### config.mk
export PLATFORM = sky130hd
export DESIGN_NAME = rdc_ram
export DESIGN_NICKNAME = d
export VERILOG_FILES = /design/src/rtl/rdc_ram.sv
export SDC_FILE = /design/constraint.sdc
export NUM_CORES = 2
export LEC_CHECK = 0
export ABC_AREA = 0
export ABC_CLOCK_PERIOD_IN_PS = 6150
export BUFFER_PORTS_ARGS = -buffer_cell sky130_fd_sc_hd__buf_2
export CAP_MARGIN = 20
export CORE_UTILIZATION = 57
export DETAILED_ROUTE_END_ITERATION = 10
export PLACE_DENSITY_LB_ADDON = 0.05
export SLEW_MARGIN = 15
export SYNTH_ARGS = -nofsm -noshare
export SYNTH_HDL_FRONTEND = slang
export SYNTH_SLANG_ARGS = --single-unit
### constraint.sdc
create_clock -name clk -period 6.15 [get_ports clk]
set_input_delay 1.23 -clock clk [delete_from_list [all_inputs] [get_ports clk]]
set_output_delay 1.23 -clock clk [all_outputs]
set_load 0.01 [all_outputs]
### src/rtl/rdc_ram.sv
// single write port, single registered read port memory
`default_nettype none
module rdc_ram #(
    parameter int WIDTH = 64,
    parameter int DEPTH = 64
) (
    input  wire logic                     clk,
    input  wire logic                     we,
    input  wire logic [$clog2(DEPTH)-1:0] waddr,
    input  wire logic [WIDTH-1:0]         wdata,
    input  wire logic [$clog2(DEPTH)-1:0] raddr,
    output logic      [WIDTH-1:0]         rdata
);
    logic [WIDTH-1:0] mem [DEPTH];

    // write port
    always_ff @(posedge clk)
    begin
        if (we)
        begin
            mem[waddr] <= wdata;
        end
    end

    // read port, registered
    always_ff @(posedge clk)
    begin
        rdata <= mem[raddr];
    end
endmodule
`default_nettype wire

==> impl_metrics.env <==
export IMPL_clock_path_buffers=4
export IMPL_clkLatencyLatePin_ns=0.95
export IMPL_finalHoldViolCount=0
export IMPL_dieArea_um2=276400
export IMPL_start_kind="primary input"
export IMPL_maxCapViolCount=0
export IMPL_start_util=0.5754
export IMPL_max_slew_margin_rel=0.1858
export IMPL_syn_to_final_growth_pct=13.32
export IMPL_end_kind="register"
export IMPL_gp_congestion=0.7953
export IMPL_finalCritPeriodShare=0.5602
export IMPL_critPathArrivalTime_ns=4.01
export IMPL_clock_sinks=4160
export IMPL_die_h_um=525.7
export IMPL_required_ns=6.71
export IMPL_postCtsHoldBufs=0
export IMPL_p_leak_uw=0.05556
export IMPL_first_global_vias=75893
export IMPL_cts_root_buf="clkbuf_16"
export IMPL_fmaxAchievable_ghz=0.2902
export IMPL_r2r_end="rdata[48]$_DFF_P_"
export IMPL_holdPathEnd="mem[48][13]$_DFFE_PP_"
export IMPL_worstSetupStartpoint="we"
export IMPL_regToRegSetupSlack_ns=4.01
export IMPL_yosys_warnings=0
export IMPL_io_buffers=141
export IMPL_overflow=0
export IMPL_synth_nets=6676
export IMPL_irDropWorstVdd_v=0.0003123
export IMPL_whs_path_depth=1
export IMPL_min_path_type="primary input to register"
export IMPL_tns_ns=0
export IMPL_yosys_register_bits=4160
export IMPL_cts_clk_slew_worst_paths_ns=0.07
export IMPL_cp_max_fo=37
export IMPL_firstDrtPassIters=5
export IMPL_synth_avg_cell_area_um2=23.70
export IMPL_utilization=0.6521
export IMPL_htreeDepth=5
export IMPL_syn_area_um2=156300
export IMPL_core_area_um2=271700
export IMPL_ff2ff_path_depth=5
export IMPL_post_cts_buffers=0
export IMPL_cts_resized=0
export IMPL_wl_per_cell_um=40.04
export IMPL_yosysTopAreaCell="edfxtp_1"
export IMPL_fin_skew_ns=0.03609
export IMPL_cellPowerDensity_nw_per_um2=335.1
export IMPL_synth_top_area_share=0.7867
export IMPL_dp_hpwl_um=235600
export IMPL_grt_usage=0.3210
export IMPL_rsz0062_at_grt="false"
export IMPL_cts_made_buffers=415
export IMPL_chipWidth_um=525.7
export IMPL_instances_no_fill=10990
export IMPL_grt_max_degree=97
export IMPL_dp_cells=10199
export IMPL_drt_wl_total_um=440000
export IMPL_hold_start="wdata[13]"
export IMPL_grt_pass1_wl_um=607400
export IMPL_ioPinCount=142
export IMPL_worst_pin_slew_ns=1.221
export IMPL_rows=191
export IMPL_drc=0
export IMPL_antenna_found_initial=36
export IMPL_final_nets=7141
export IMPL_tritoncts="done"
export IMPL_report_final_slew_viol_count=0
export IMPL_min_period_ns=3.445
export IMPL_via_per_inst=6.951
export IMPL_synth_cells=6598
export IMPL_synthTopCellsByArea="edfxtp_1 79%, mux4_2 15%, mux2i_1 0.86%"
export IMPL_drtIter0Drc=10551
export IMPL_layout_drive_gt1_share=0.2897
export IMPL_r2r_start="mem[8][48]$_DFFE_PP_"
export IMPL_path_class="primary input to register"
export IMPL_ant_nets=0
export IMPL_setup_viol=0
export IMPL_vias=76393
export IMPL_status="finished, final reports clean"
export IMPL_synth_cell_types=33
export IMPL_ys_seq_area_frac=0.7949
==> layout by cell type (no fill, tap or decap), types with 3 or more instances in the layout <==
cell type	n
a211oi_1	63
a22o_1	88
a22oi_1	168
a2bb2oi_1	19
a31oi_1	18
a41oi_1	26
and3_1	64
buf_12	93
buf_16	5
buf_2	135
buf_4	182
buf_8	3
bufinv_16	40
clkbuf_1	101
clkbuf_16	425
clkbuf_8	22
clkinv_1	64
clkinv_2	77
clkinv_4	4
clkinv_8	3
clkinvlp_4	8
dfxtp_1	64
diode_2	15
edfxtp_1	4096
inv_1	19
inv_6	14
mux2i_1	135
mux4_2	1024
nand2_1	54
nand2b_1	8
nand3_1	45
nor2_1	47
nor2_4	65
nor2b_1	24
nor2b_4	3
o221ai_1	38
o22ai_1	83
or2_2	28
or3_1	29
==> metrics by stage <==
step / total power [µW] / area [µm²] / setup slack (ns) / hold WS (ns)
floorplan: 33540 / 156400 / 0.8897 / 0.7878
global placement: 34790 / 163200 / 1.737 / 0.8078
detailed placement: 34840 / 163300 / 1.820 / 0.8322
CTS: 59640 / 176800 / 2.757 / 0.7442
global route: 60800 / 177200 / 2.648 / 0.6914
finish: 59370 / 177200 / 2.705 / 0.7040
==> cell type report <==
cell class	instances	area [µm²]
fillers	17527	94540
clock inverters	211	2123
clock buffers	548	11320
repair buffers	418	4086
flip-flops and latches	4160	124300
diodes	15	37.54
inverters	19	71.32
well taps	3570	4467
multi-input cells	2049	30800
==> registers in the layout, summed over array words and instances (netlist names) <==
signal,cells
mem,4096
rdata,64
==> critical path, stage by stage <==
cell     delay [ns]
buf_2          0.16
nor2b_1        0.26
nand3_1        0.67
nor2_4         1.08
buf_12         0.46
==> metal layers <==
| layer | track usage | wire (µm) | share of wire |
|---|---|---|---|
| met1 | 0.4599 | 168600 | 0.38 |
| met2 | 0.5022 | 209600 | 0.48 |
| met3 | 0.06467 | 45610 | 0.10 |
| met4 | 0.1062 | 16140 | 0.037 |
| met5 | 0 | 103 | 0.00023 |
==> cells by family (layout without fill, tap and decap cells) <==
logic type / after synthesis / after routing / synth area share
flops: 4160 / 4160 / 0.7949
mux: 1159 / 1159 / 0.1561
compound gates: 504 / 504 / 0.02477
buf+inv: 389 / 1196 / 0.01180
simple gates: 386 / 386 / 0.01240
other cells: 0 / 15 / 0
==> cell usage after synthesis <==
library cell,count
a31oi_1,18
nor2_1,112
edfxtp_1,4096
a2bb2oi_1,19
mux2i_1,135
a22o_1,88
buf_6,6
nor2b_1,28
o221ai_1,38
a22oi_1,168
a211oi_1,63
clkbuf_1,140
inv_1,19
nand2b_1,11
or3_1,29
o22ai_1,83
nand2_1,58
and3_1,64
buf_2,170
nand4b_1,1
or3b_2,1
nand3b_1,2
nand4_1,2
a31o_1,1
buf_4,34
or2_2,28
and2_1,3
mux4_2,1024
nor3_1,2
nand3_1,45
a41oi_1,26
buf_1,20
dfxtp_1,64
==> where the power goes <==
part           total [µW]  internal [µW]  switching, µW  leakage [µW]
Sequential          31500          31400            149        0.0374
Combinational        2710           1010           1700        0.0116
Clock               25100          14600          10500       0.00659
Total               59400          47000          12400        0.0556
==> worst max-delay path by stage <==
stage / to / slack [ns]
after floorplan: mem[39][0]$_DFFE_PP_ / 0.89
after global placement: mem[44][20]$_DFFE_PP_ / 1.74
final: mem[46][48]$_DFFE_PP_ / 2.70
after CTS: rdata[1]$_DFF_P_ / 2.76
after global routing: rdata[6]$_DFF_P_ / 2.65
after detailed placement: mem[46][14]$_DFFE_PP_ / 1.82
Note: power is estimated with default switching activity, not from simulation.
